<file path="config.mk">
export PLATFORM = sky130hd
export DESIGN_NAME = crc8_pulse_distance_packet_transmitter
export DESIGN_NICKNAME = d
export VERILOG_FILES = /design/src/hw/rtl/cpdt_pkg.sv /design/src/hw/rtl/crc8_pulse_distance_packet_transmitter.sv /design/src/hw/rtl/cpdt_regs.sv /design/src/hw/rtl/cpdt_crc.sv
export VERILOG_INCLUDE_DIRS = /design/src /design/src/hw/rtl
export SDC_FILE = /design/constraint.sdc
export NUM_CORES = 1
export LEC_CHECK = 0
export ABC_AREA = 0
export BUFFER_PORTS_ARGS = -buffer_cell sky130_fd_sc_hd__buf_4
export CAP_MARGIN = 20
export CORE_MARGIN = 3
export CORE_UTILIZATION = 35
export CTS_BUF_LIST = sky130_fd_sc_hd__clkbuf_4 sky130_fd_sc_hd__clkbuf_8 sky130_fd_sc_hd__clkbuf_16
export DETAILED_ROUTE_END_ITERATION = 10
export PLACE_DENSITY = 0.52
export SLEW_MARGIN = 20
export SYNTH_ARGS = -nofsm -noshare
export SYNTH_HDL_FRONTEND = slang
export SYNTH_SLANG_ARGS = --single-unit
</file>
<file path="constraint.sdc">
create_clock -name aclk -period 3.4 [get_ports aclk]
set_input_delay 0.17 -clock aclk [delete_from_list [all_inputs] [get_ports aclk]]
set_output_delay 0.17 -clock aclk [all_outputs]
set_load 0.005 [all_outputs]
</file>
<file path="src/hw/rtl/crc8_pulse_distance_packet_transmitter_macros.svh">
// assertion macros used by the top-level rtl file
`ifndef CRC8_PULSE_DISTANCE_PACKET_TRANSMITTER_MACROS_SVH
`define CRC8_PULSE_DISTANCE_PACKET_TRANSMITTER_MACROS_SVH

// expr holds at every clock edge out of reset
`define CPDT_ASSERT_ALWAYS(lbl, expr) \
    lbl: assert property (@(posedge aclk) disable iff (!aresetn) (expr)) \
        else $error("assertion failed");

// same-cycle implication
`define CPDT_ASSERT_IMPLIES(lbl, ante, cons) \
    lbl: assert property (@(posedge aclk) disable iff (!aresetn) (ante) |-> (cons)) \
        else $error("assertion failed");

// next-cycle implication
`define CPDT_ASSERT_NEXT(lbl, ante, cons) \
    lbl: assert property (@(posedge aclk) disable iff (!aresetn) (ante) |=> (cons)) \
        else $error("assertion failed");

`endif

</file>
<file path="src/hw/rtl/cpdt_pkg.sv">
package cpdt_pkg;

    localparam int TimerBits = 12;
    localparam logic [31:0] TimerMax = (32'd1 << TimerBits) - 32'd1;
    localparam int DurW = 12;
    localparam int FrameBits = 48;
    localparam int PosW = 6;
    localparam logic [PosW-1:0] PosLast = PosW'(FrameBits - 1);

    localparam logic [7:0] CrcPoly = 8'h07;
    localparam logic [7:0] CrcInit = 8'h84;

    localparam logic [DurW-1:0] SyncHalfRst = 12'd550;
    localparam logic [DurW-1:0] BitLowRst = 12'd220;
    localparam logic [DurW-1:0] ZeroHighRst = 12'd220;
    localparam logic [DurW-1:0] OneHighRst = 12'd380;
    localparam logic [2:0] RepeatRst = 3'd2;
    localparam logic [7:0] LeadRst = 8'h5F;
    localparam logic [7:0] FixedRst = 8'hFF;
    localparam logic [7:0] GroupRst = 8'h13;

    localparam int AddrW = 5;

    typedef enum logic [2:0] {
        REG_SYNC_HALF = 3'd0,
        REG_BIT_LOW = 3'd1,
        REG_ZERO_HIGH = 3'd2,
        REG_ONE_HIGH = 3'd3,
        REG_REPEAT = 3'd4,
        REG_LEAD = 3'd5,
        REG_FIXED = 3'd6,
        REG_GROUP = 3'd7
    } reg_idx_t;

    typedef enum logic [2:0] {
        PH_IDLE = 3'd0,
        PH_SYNC_LOW = 3'd1,
        PH_SYNC_HIGH = 3'd2,
        PH_BIT_LOW = 3'd3,
        PH_BIT_HIGH = 3'd4
    } phase_t;

    typedef struct packed {
        logic       action;
        logic [7:0] payload_first;
        logic [7:0] payload_second;
    } in_t;

    typedef struct packed {
        logic       line_level;
        logic       busy_res;
        logic [7:0] frame_crc;
        logic       frame_done;
    } out_t;

    typedef struct packed {
        logic [DurW-1:0] sync_half_us;
        logic [DurW-1:0] bit_low_us;
        logic [DurW-1:0] zero_high_us;
        logic [DurW-1:0] one_high_us;
        logic [2:0]      repeat_count;
        logic [7:0]      lead_byte;
        logic [7:0]      fixed_byte;
        logic [7:0]      group_byte;
    } cfg_t;

    function automatic logic [7:0] rev8(logic [7:0] v);
        logic [7:0] r;
        for (int i = 0; i < 8; i++) begin
            r[i] = v[7 - i];
        end
        return r;
    endfunction

    function automatic logic [7:0] crc_byte(logic [7:0] crc, logic [7:0] data);
        logic [7:0] c;
        c = crc ^ rev8(data);
        for (int i = 0; i < 8; i++) begin
            c = c[7] ? ({c[6:0], 1'b0} ^ CrcPoly) : {c[6:0], 1'b0};
        end
        return c;
    endfunction

    function automatic logic [TimerBits-1:0] load_len(logic [DurW-1:0] v);
        logic [31:0] w;
        w = 32'(v);
        if (w == 32'd0) begin
            w = 32'd1;
        end
        if (w > TimerMax) begin
            w = TimerMax;
        end
        return w[TimerBits-1:0];
    endfunction

endpackage

</file>
<file path="src/hw/rtl/crc8_pulse_distance_packet_transmitter.sv">
// an accepted request's result is registered and appears in the output register in the next cycle
// throughput: one request per cycle; a new request is taken while the result is taken
// the output register frees itself on the same edge, so only a stalled m_ready holds input
// reset (aresetn low, synchronous): line idles high, phase idle, crc 0, config to defaults
// a start request while a frame is in progress is ignored and produces an unchanged result
module crc8_pulse_distance_packet_transmitter (
    input  logic                       aclk,
    input  logic                       aresetn,
    input  logic                       s_valid,
    output logic                       s_ready,
    input  cpdt_pkg::in_t              s_data,
    output logic                       m_valid,
    input  logic                       m_ready,
    output cpdt_pkg::out_t             m_data,
    input  logic                       psel,
    input  logic                       penable,
    input  logic                       pwrite,
    input  logic [cpdt_pkg::AddrW-1:0] paddr,
    input  logic [31:0]                pwdata,
    output logic [31:0]                prdata,
    output logic                       pready
);

    `include "crc8_pulse_distance_packet_transmitter_macros.svh"

    cpdt_pkg::cfg_t cfg;
    logic [7:0]     crc_new;

    cpdt_pkg::phase_t                   phase_reg, phase_next;
    logic [cpdt_pkg::FrameBits-1:0]     frame_reg, frame_next;
    logic [cpdt_pkg::PosW-1:0]          pos_reg, pos_next;
    logic [2:0]                         rep_reg, rep_next;
    logic [cpdt_pkg::TimerBits-1:0]     ticks_reg, ticks_next;
    logic                               line_reg, line_next;
    logic [7:0]                         crc_reg, crc_next;
    logic                               done_next;
    logic                               m_valid_reg;
    cpdt_pkg::out_t                     m_data_reg;

    logic                               accept;
    logic                               is_idle;
    logic                               start;
    logic                               tick;
    logic [cpdt_pkg::TimerBits-1:0]     ticks_dec;
    logic                               expire;
    logic                               cur_bit;
    logic [cpdt_pkg::PosW-1:0]          bit_idx;

    cpdt_regs u_regs (
        .aclk    (aclk),
        .aresetn (aresetn),
        .psel    (psel),
        .penable (penable),
        .pwrite  (pwrite),
        .paddr   (paddr),
        .pwdata  (pwdata),
        .prdata  (prdata),
        .pready  (pready),
        .cfg     (cfg)
    );

    cpdt_crc u_crc (
        .cfg            (cfg),
        .payload_first  (s_data.payload_first),
        .payload_second (s_data.payload_second),
        .crc            (crc_new)
    );

    assign s_ready = !m_valid_reg || m_ready;
    assign accept = s_valid && s_ready;
    assign m_valid = m_valid_reg;
    assign m_data = m_data_reg;

    assign is_idle = (phase_reg == cpdt_pkg::PH_IDLE);
    assign start = accept && s_data.action && is_idle;
    assign tick = accept && !s_data.action && !is_idle;
    assign ticks_dec = (ticks_reg == '0) ? '0 : ticks_reg - 1'b1;
    assign expire = tick && (ticks_dec == '0);
    assign bit_idx = cpdt_pkg::PosLast - pos_reg;
    assign cur_bit = frame_reg[bit_idx];

    // next phase
    always_comb begin
        phase_next = phase_reg;
        if (start) begin
            phase_next = cpdt_pkg::PH_SYNC_LOW;
        end else if (expire) begin
            case (phase_reg)
                cpdt_pkg::PH_SYNC_LOW:  phase_next = cpdt_pkg::PH_SYNC_HIGH;
                cpdt_pkg::PH_SYNC_HIGH: phase_next = cpdt_pkg::PH_BIT_LOW;
                cpdt_pkg::PH_BIT_LOW:   phase_next = cpdt_pkg::PH_BIT_HIGH;
                cpdt_pkg::PH_BIT_HIGH: begin
                    if (pos_reg < cpdt_pkg::PosLast) begin
                        phase_next = cpdt_pkg::PH_BIT_LOW;
                    end else if (rep_reg > 3'd1) begin
                        phase_next = cpdt_pkg::PH_SYNC_LOW;
                    end else begin
                        phase_next = cpdt_pkg::PH_IDLE;
                    end
                end
                default: phase_next = cpdt_pkg::PH_IDLE;
            endcase
        end
    end

    // datapath and result fields
    always_comb begin
        frame_next = frame_reg;
        pos_next = pos_reg;
        rep_next = rep_reg;
        ticks_next = ticks_reg;
        line_next = line_reg;
        crc_next = crc_reg;
        done_next = 1'b0;
        if (start) begin
            frame_next = {cfg.lead_byte, s_data.payload_first, s_data.payload_second,
                          cfg.fixed_byte, cfg.group_byte, crc_new};
            crc_next = crc_new;
            rep_next = (cfg.repeat_count == 3'd0) ? 3'd1 : cfg.repeat_count;
            pos_next = '0;
            line_next = 1'b0;
            ticks_next = cpdt_pkg::load_len(cfg.sync_half_us);
        end else if (tick) begin
            ticks_next = ticks_dec;
            if (expire) begin
                case (phase_reg)
                    cpdt_pkg::PH_SYNC_LOW: begin
                        line_next = 1'b1;
                        ticks_next = cpdt_pkg::load_len(cfg.sync_half_us);
                    end
                    cpdt_pkg::PH_SYNC_HIGH: begin
                        pos_next = '0;
                        line_next = 1'b0;
                        ticks_next = cpdt_pkg::load_len(cfg.bit_low_us);
                    end
                    cpdt_pkg::PH_BIT_LOW: begin
                        line_next = 1'b1;
                        ticks_next = cpdt_pkg::load_len(cur_bit ? cfg.one_high_us
                                                                : cfg.zero_high_us);
                    end
                    default: begin
                        if (pos_reg < cpdt_pkg::PosLast) begin
                            pos_next = pos_reg + 1'b1;
                            line_next = 1'b0;
                            ticks_next = cpdt_pkg::load_len(cfg.bit_low_us);
                        end else if (rep_reg > 3'd1) begin
                            rep_next = rep_reg - 3'd1;
                            pos_next = '0;
                            line_next = 1'b0;
                            ticks_next = cpdt_pkg::load_len(cfg.sync_half_us);
                        end else begin
                            rep_next = 3'd0;
                            pos_next = '0;
                            line_next = 1'b1;
                            ticks_next = '0;
                            done_next = 1'b1;
                        end
                    end
                endcase
            end
        end
    end

    always_ff @(posedge aclk) begin
        if (!aresetn) begin
            phase_reg <= cpdt_pkg::PH_IDLE;
            pos_reg <= '0;
            rep_reg <= 3'd0;
            ticks_reg <= '0;
            line_reg <= 1'b1;
            crc_reg <= 8'd0;
            m_valid_reg <= 1'b0;
        end else begin
            if (accept) begin
                phase_reg <= phase_next;
                pos_reg <= pos_next;
                rep_reg <= rep_next;
                ticks_reg <= ticks_next;
                line_reg <= line_next;
                crc_reg <= crc_next;
                m_valid_reg <= 1'b1;
            end else if (m_ready) begin
                m_valid_reg <= 1'b0;
            end
        end
    end

    always_ff @(posedge aclk) begin
        if (accept) begin
            frame_reg <= frame_next;
            m_data_reg.line_level <= line_next;
            m_data_reg.busy_res <= (phase_next != cpdt_pkg::PH_IDLE);
            m_data_reg.frame_crc <= crc_next;
            m_data_reg.frame_done <= done_next;
        end
    end

    `CPDT_ASSERT_IMPLIES(a_idle_high, phase_reg == cpdt_pkg::PH_IDLE, line_reg)
    `CPDT_ASSERT_IMPLIES(a_timer_live, phase_reg != cpdt_pkg::PH_IDLE, ticks_reg != '0)
    `CPDT_ASSERT_IMPLIES(a_done_not_busy, m_valid && m_data.frame_done, !m_data.busy_res)
    `CPDT_ASSERT_NEXT(a_start_sync, start,
        phase_reg == cpdt_pkg::PH_SYNC_LOW && !line_reg && m_valid)

endmodule

</file>
<file path="src/hw/rtl/cpdt_regs.sv">
module cpdt_regs (
    input  logic                       aclk,
    input  logic                       aresetn,
    input  logic                       psel,
    input  logic                       penable,
    input  logic                       pwrite,
    input  logic [cpdt_pkg::AddrW-1:0] paddr,
    input  logic [31:0]                pwdata,
    output logic [31:0]                prdata,
    output logic                       pready,
    output cpdt_pkg::cfg_t             cfg
);

    cpdt_pkg::cfg_t     cfg_reg;
    cpdt_pkg::reg_idx_t idx;
    logic               wr_en;

    assign pready = 1'b1;
    assign idx = cpdt_pkg::reg_idx_t'(paddr[cpdt_pkg::AddrW-1:2]);
    assign wr_en = psel && penable && pwrite && pready;
    assign cfg = cfg_reg;

    always_ff @(posedge aclk) begin
        if (!aresetn) begin
            cfg_reg.sync_half_us <= cpdt_pkg::SyncHalfRst;
            cfg_reg.bit_low_us <= cpdt_pkg::BitLowRst;
            cfg_reg.zero_high_us <= cpdt_pkg::ZeroHighRst;
            cfg_reg.one_high_us <= cpdt_pkg::OneHighRst;
            cfg_reg.repeat_count <= cpdt_pkg::RepeatRst;
            cfg_reg.lead_byte <= cpdt_pkg::LeadRst;
            cfg_reg.fixed_byte <= cpdt_pkg::FixedRst;
            cfg_reg.group_byte <= cpdt_pkg::GroupRst;
        end else if (wr_en) begin
            case (idx)
                cpdt_pkg::REG_SYNC_HALF: cfg_reg.sync_half_us <= pwdata[cpdt_pkg::DurW-1:0];
                cpdt_pkg::REG_BIT_LOW:   cfg_reg.bit_low_us <= pwdata[cpdt_pkg::DurW-1:0];
                cpdt_pkg::REG_ZERO_HIGH: cfg_reg.zero_high_us <= pwdata[cpdt_pkg::DurW-1:0];
                cpdt_pkg::REG_ONE_HIGH:  cfg_reg.one_high_us <= pwdata[cpdt_pkg::DurW-1:0];
                cpdt_pkg::REG_REPEAT:    cfg_reg.repeat_count <= pwdata[2:0];
                cpdt_pkg::REG_LEAD:      cfg_reg.lead_byte <= pwdata[7:0];
                cpdt_pkg::REG_FIXED:     cfg_reg.fixed_byte <= pwdata[7:0];
                cpdt_pkg::REG_GROUP:     cfg_reg.group_byte <= pwdata[7:0];
                default: ;
            endcase
        end
    end

    always_comb begin
        case (idx)
            cpdt_pkg::REG_SYNC_HALF: prdata = 32'(cfg_reg.sync_half_us);
            cpdt_pkg::REG_BIT_LOW:   prdata = 32'(cfg_reg.bit_low_us);
            cpdt_pkg::REG_ZERO_HIGH: prdata = 32'(cfg_reg.zero_high_us);
            cpdt_pkg::REG_ONE_HIGH:  prdata = 32'(cfg_reg.one_high_us);
            cpdt_pkg::REG_REPEAT:    prdata = 32'(cfg_reg.repeat_count);
            cpdt_pkg::REG_LEAD:      prdata = 32'(cfg_reg.lead_byte);
            cpdt_pkg::REG_FIXED:     prdata = 32'(cfg_reg.fixed_byte);
            cpdt_pkg::REG_GROUP:     prdata = 32'(cfg_reg.group_byte);
            default:                 prdata = 32'd0;
        endcase
    end

endmodule

</file>
<file path="src/hw/rtl/cpdt_crc.sv">
module cpdt_crc (
    input  cpdt_pkg::cfg_t cfg,
    input  logic [7:0]     payload_first,
    input  logic [7:0]     payload_second,
    output logic [7:0]     crc
);

    logic [7:0] c0;
    logic [7:0] c1;
    logic [7:0] c2;
    logic [7:0] c3;
    logic [7:0] c4;

    // reflected crc-8 over the five header bytes
    assign c0 = cpdt_pkg::crc_byte(cpdt_pkg::CrcInit, cfg.lead_byte);
    assign c1 = cpdt_pkg::crc_byte(c0, payload_first);
    assign c2 = cpdt_pkg::crc_byte(c1, payload_second);
    assign c3 = cpdt_pkg::crc_byte(c2, cfg.fixed_byte);
    assign c4 = cpdt_pkg::crc_byte(c3, cfg.group_byte);
    assign crc = cpdt_pkg::rev8(c4);

endmodule

</file>
==> results.json, run 1 <==
{
  "status": "finished clean",
  "seq_area_frac_synth": 0.414,
  "syn_area_per_cell_um2": 9.75,
  "final_max_slew_viol_count": 0,
  "critical_path_buf_inv_count": 0,
  "synthArstFlopShare": 0,
  "via_per_inst": 5.41,
  "synth_cells": 980,
  "wl_per_cell_um": 20.2,
  "setup_tns_ps": 0,
  "post_cts_buffers": 0,
  "p_leak_nw": 4.34,
  "timing.final.crit_share": 0.949,
  "cp_cell_sequence": "xor3_1 > xnor3_2 > xnor3_1 > xor3_1 > xor2_1 > xnor2_2 > xnor2_1 > mux2_4 > and2_1",
  "drtAntennaViolNets": 0,
  "worstSetupPathType": "reg -> reg",
  "reg2reg_depth": 9,
  "reg2reg_to": "crc_reg[3]$_SDFFE_PN0P_",
  "power_density_nw_per_um2": 593,
  "dr.pass1.iters": 5,
  "cts_tree": "done",
  "antenna_found_initial": 0,
  "syn_area_um2": 9560,
  "placeableCoreArea_um2": 26400,
  "worst-endpoint-required_ps": 3720,
  "cp-start-kind": "register",
  "drtIter0Drc": 721,
  "utilization": 0.425,
  "crit_path_top_delay_cell": "xor3_1",
  "clk_latency_ps": 430,
  "clk_pin_slew_ps": 70,
  "core.rowCount": 59,
  "vias": 7583,
  "fill_cells": 2612,
  "fin_hold_ws_ps": 18.3,
  "dp_hpwl_mm": 20.3,
  "finalNetCount": 1121,
  "track_usage": 0.197,
  "rsz0062_at_grt": "no",
  "drive_above_1_share": 0.189,
  "ys_types": 62,
  "die_y_um": 171,
  "clock_sinks": 168,
  "slew_headroom": 0.287,
  "place_congestion": 0.908,
  "grt_pass1_vias": 7218,
  "largest_reg_flops": 75,
  "crit_top_cell": "xor3_1",
  "maxCapViolations": 0,
  "initial_core_util": 0.362,
  "hold_violations": 0,
  "synth-edff-count": 59,
  "grt_pass1_wl_mm": 44.0,
  "place_area_um2": 10400,
  "fmax_mhz": 310,
  "r2r-start": "u_regs.cfg[16]$_SDFFE_PN1P_",
  "wirelength_mm": 28.3,
  "synthFlopType": "dfxtp_1",
  "hold_depth": 3,
  "finalPower_mw": 6.66,
  "grt_overflow_total": 0,
  "tightest_slew_ps": 1070,
  "whs_endpoint": "u_regs.cfg[38]$_SDFFE_PN0P_",
  "cp_slowest_stage_delay_ps": 530,
  "die_area_um2": 29300,
  "reg2reg_setup_slack_ps": 170,
  "die_width_um": 171,
  "htreeDepth": 4,
  "holdCritPathClass": "in -> reg",
  "clockBufferDepth": 2,
  "ios": 107,
  "yosys_warnings": 0,
  "syn_to_final_growth_pct": 17.5,
  "design_area_um2": 11200,
  "hold_start": "pwdata[11]",
  "skew_ps": 9.33,
  "critPathArrivalTime_ps": 3540,
  "crit_fanout": 6,
  "synth-seq-cells": 168,
  "drc_errors": 0,
  "finalSetupViolCount": 0,
  "grt_max_degree": 73,
  "cts_buffers": 17,
  "peakVddDrop_uv": 270,
  "n_antenna_cell": 0,
  "period_minus_slack_ps": 3230,
  "end_kind": "register",
  "cpLargestDelayFamily": "XOR/XNOR gates",
  "port_buffers": 63,
  "clock-root-buffer": "clkbuf_16"
}
## stage by stage
| stage | std cells | worst slack [ps] |
|---|---|---|
| after floorplan | 999 | 309 |
| after global placement | 1349 | 167 |
| after detailed placement | 1349 | 129 |
| after CTS | 1400 | 118 |
| after global routing | 1401 | 20.1 |
| final | 1401 | 174 |
## synthesized netlist by cell type (7+ instances only)
cell type | count | share of area
xnor2_1 | 39 | 0.036
xnor3_2 | 8 | 0.020
nand3_1 | 42 | 0.022
a221oi_1 | 7 | 0.0064
buf_4 | 21 | 0.016
xnor2_2 | 8 | 0.014
nor3_1 | 24 | 0.013
nor2_1 | 56 | 0.022
xnor3_1 | 14 | 0.033
a21oi_1 | 75 | 0.039
edfxtp_1 | 59 | 0.19
nand2_1 | 163 | 0.064
clkbuf_1 | 52 | 0.020
xor2_1 | 15 | 0.014
mux2_2 | 10 | 0.012
ha_1 | 7 | 0.0092
o21ai_1 | 13 | 0.0068
inv_1 | 21 | 0.0082
mux4_2 | 26 | 0.061
nor2b_1 | 7 | 0.0046
o22ai_1 | 13 | 0.0085
and2_1 | 9 | 0.0059
mux2i_1 | 30 | 0.031
nor4_1 | 10 | 0.0065
buf_2 | 7 | 0.0037
dfxtp_1 | 109 | 0.23
o21ai_0 | 35 | 0.018
a31oi_1 | 12 | 0.0079
## logic make-up (layout without fill, tap and decap cells)
logic type / Yosys count / after routing / share of synthesized area
XOR/XNOR: 92 / 92 / 0.135
adder cells (fa/ha/maj): 7 / 7 / 0.00916
multiplexers: 69 / 69 / 0.109
AO/OA/AOI/OAI: 188 / 188 / 0.116
other: 2 / 21 / 0.000786
flip-flops: 168 / 168 / 0.414
AND/OR/NAND/NOR: 350 / 350 / 0.167
buffers and inverters: 104 / 171 / 0.0500
## where the power goes
part           total [mW]  internal [mW]  switching, mW  leakage [nW]
Combinational        2.15           1.05           1.10          2.64
Clock                2.05           1.18          0.867         0.304
Sequential           2.46           2.38         0.0763          1.39
Total                6.66           4.61           2.04          4.34
## worst max-delay path by stage
| stage | slack (ps) | start | depth (start not counted) | endpoint |
|---|---|---|---|---|
| after floorplan | 310 | ticks_reg[4]$_SDFFE_PN0P_ | 12 | m_data[9]$_DFFE_PP_ |
| after global placement | 170 | u_regs.cfg[18]$_SDFFE_PN1P_ | 9 | crc_reg[3]$_SDFFE_PN0P_ |
| after detailed placement | 130 | pos_reg[1]$_SDFFE_PN0P_ | 10 | ticks_reg[10]$_SDFFE_PN0P_ |
| final | 170 | u_regs.cfg[16]$_SDFFE_PN1P_ | 9 | crc_reg[3]$_SDFFE_PN0P_ |
| after CTS | 120 | pos_reg[1]$_SDFFE_PN0P_ | 10 | ticks_reg[10]$_SDFFE_PN0P_ |
| after global routing | 20 | u_regs.cfg[20]$_SDFFE_PN1P_ | 9 | crc_reg[3]$_SDFFE_PN0P_ |
## area by class of cell
| class | count | area (um2) | area share |
|---|---|---|---|
| timing repair buffer | 118 | 961 | 0.0855 |
| sequential | 168 | 3960 | 0.352 |
| multi-input combinational | 727 | 5210 | 0.464 |
| clock buffer | 21 | 479 | 0.0427 |
| inverter | 21 | 78.8 | 0.00702 |
| clock inverter | 11 | 131 | 0.0117 |
| tap | 335 | 419 | 0.0373 |
## worst register-to-register path, delay by kind of cell, from the launching register on
kind | cells | cell delay, ps
AND/OR/NAND/NOR | 1 | 150
multiplexers | 1 | 280
flip-flops | 1 | 520
XOR/XNOR | 7 | 2160
## repair_timing
| action | CTS | global route |
|---|---|---|
| hold endpoints to repair | 20 | 1 |
| hold buffers | 19 | 1 |
| endpoints found under the setup margin | 0 | 4 |
| gates resized for setup | 0 | 4 |
## routing by layer
metal | part of all wire | routed length (um) | vias up | GRT usage
met5 | 0 | 0 | - | 0
met4 | 0.015 | 429 | 0 | 0.0409
met3 | 0.058 | 1650 | 22 | 0.0368
met1 | 0.47 | 13400 | 3693 | 0.293
met2 | 0.45 | 12800 | 262 | 0.300
li1 | - | - | 3606 | -
## placed cells by master, fill, tap and decap left out, drive strengths merged, types with 26 or more instances in the layout
| cell type | instances |
|---|---|
| dfxtp | 109 |
| o21ai | 48 |
| mux4 | 26 |
| xnor2 | 48 |
| edfxtp | 59 |
| mux2i | 30 |
| buf | 98 |
| inv | 28 |
| nand2 | 163 |
| a21oi | 75 |
| nand3 | 42 |
| nor2 | 57 |
Note: power is estimated with default switching activity, not from simulation.
==> run 2, diff against run 1 <==
==> constraint.sdc (replaced) <==
create_clock -name aclk -period 2.6 [get_ports aclk]
set_input_delay 0.13 -clock aclk [delete_from_list [all_inputs] [get_ports aclk]]
set_output_delay 0.13 -clock aclk [all_outputs]
set_load 0.005 [all_outputs]
==> results.json, run 2 (synthesis gave the netlist of run 1 again) <==
{
  "clock_sinks": 168,
  "setup_slack_ps": -339,
  "initial_core_util": 0.362,
  "antenna_found_initial": 0,
  "layout_common_cells": "177 x buf_4, 161 x nand2_1, 94 x dfxtp_1",
  "period_minus_slack_ps": 2940,
  "holdCritPathClass": "in -> reg",
  "crit_cells": 10,
  "p_leak_nw": 5.00,
  "hold_violations": 0,
  "htreeDepth": 4,
  "maxCapViolations": 0,
  "placed_cells_incl_taps": 1435,
  "via_per_inst": 5.34,
  "clockBufferDepth": 2,
  "power_density_nw_per_um2": 740,
  "drive_above_1_share": 0.331,
  "cp_cell_sequence": "xnor3_2 > buf_4 > xor2_4 > xnor3_2 > xor2_4 > xnor2_2 > xor2_2 > xor2_1 > mux2_4 > and2_1",
  "critical_path_buf_inv_count": 1,
  "finalSetupViolCount": 45,
  "worstSetupPathType": "reg -> reg",
  "final_max_slew_viol_count": 0,
  "dp_hpwl_mm": 22.0,
  "drc_errors": 0,
  "critPathArrivalTime_ps": 3270,
  "tightest_slew_ps": 849,
  "crit_path_top_delay_cell": "xnor3_2",
  "grt_overflow_total": 0,
  "clk_pin_slew_ps": 70,
  "n_antenna_cell": 0,
  "wl_per_cell_um": 19.8,
  "worst-endpoint-required_ps": 2930,
  "die_y_um": 171,
  "cts_tree": "done",
  "vias": 8047,
  "wirelength_mm": 29.9,
  "design_area_um2": 12700,
  "end_kind": "register",
  "largest_reg_flops": 75,
  "track_usage": 0.207,
  "grt_max_degree": 50,
  "die_width_um": 171,
  "port_buffers": 63,
  "cp-start-kind": "register",
  "grt_pass1_vias": 7974,
  "dr.pass1.iters": 5,
  "finalNetCount": 1226,
  "final_common_cell": "buf_4",
  "utilization": 0.479,
  "cpLargestDelayFamily": "XOR/XNOR gates",
  "grt_pass1_wl_mm": 46.4,
  "dp_slack_ps": -416,
  "clk_latency_ps": 440,
  "drtIter0Drc": 596,
  "hold_depth": 3,
  "placeableCoreArea_um2": 26400,
  "violations": "negative setup slack",
  "cts_buffers": 17,
  "reg2reg_depth": 10,
  "peakVddDrop_uv": 480,
  "place_area_um2": 11200,
  "rsz0062_at_grt": "yes",
  "cp_slowest_stage_delay_ps": 520,
  "crit_fanout": 4,
  "finalPower_mw": 9.37,
  "drtAntennaViolNets": 0,
  "clock-root-buffer": "clkbuf_16",
  "place_congestion": 0.853,
  "timing.final.crit_share": 1.13,
  "fin_cells": 1506,
  "core.rowCount": 59,
  "slew_headroom": 0.430,
  "status": "finished with violations",
  "syn_to_final_growth_pct": 32.5,
  "fmax_mhz": 340,
  "ios": 107,
  "die_area_um2": 29300,
  "skew_ps": 16.3
}
-- run 2: cell types whose count changed in the layout (fill, tap and decap cells not counted), sizes merged --
cell / delta
buf: +99
dlygate4sd3: +6
clkinv: +5
clkbuf: -3
clkinvlp: +1
inv: -2
bufinv: -1
-- run 2: cell type report --
class | count | area [um2]
clock inverters | 14 | 138
well taps | 335 | 419
fillers | 2468 | 13800
flip-flops and latches | 168 | 3990
multi-input cells | 727 | 5730
clock buffers | 18 | 450
repair buffers | 223 | 1850
inverters | 21 | 78.8
-- run 2: path summary, 6_finish.rpt --
check / to / slack, ps / startpoint
hold / removal: u_regs.cfg[69]$_SDFFE_PN0P_ / 20 / pwdata[6]
setup reg to reg: crc_reg[5]$_SDFFE_PN0P_ / -340 / u_regs.cfg[17]$_SDFFE_PN1P_
hold reg to reg: u_regs.cfg[63]$_SDFFE_PN0P_ / 500 / u_regs.cfg[63]$_SDFFE_PN0P_
setup / recovery: crc_reg[5]$_SDFFE_PN0P_ / -340 / u_regs.cfg[17]$_SDFFE_PN1P_
-- run 2: what timing repair did --
action,CTS,global route
gates resized for setup,68,55
hold buffers,26,0
pin swaps,52,35
gates cloned,0,0
hold endpoints to repair,58,0
endpoints found under the setup margin,51,52
buffers inserted,12,4
-- run 2: worst min-delay path, delay by kind of cell --
| family | cells | cell delay [ps] |
|---|---|---|
| buf+inv | 1 | 160 |
| simple gates | 1 | 70 |
| compound gates | 1 | 50 |
-- run 2: through the flow --
stage,TNS [ps],hold slack (ps)
after floorplan,-3470,229
after global placement,-10770,328
after detailed placement,-11690,328
after CTS,-9320,2.20
after global routing,-11800,4.93
final,-7080,19.5
-- run 2: where the power goes --
group	switching (mW)	internal, mW
clock	1.16	1.40
sequential	0.119	3.11
combinational	1.59	1.99
-- run 2: layer usage --
| layer | wire [um] | up-vias | global-route usage |
|---|---|---|---|
| met2 | 14900 | 234 | 0.350 |
| met3 | 1270 | 46 | 0.0329 |
| met5 | 0 | - | 0 |
| met4 | 814 | 0 | 0.0714 |
| li1 | - | 3820 | - |
| met1 | 12900 | 3947 | 0.272 |
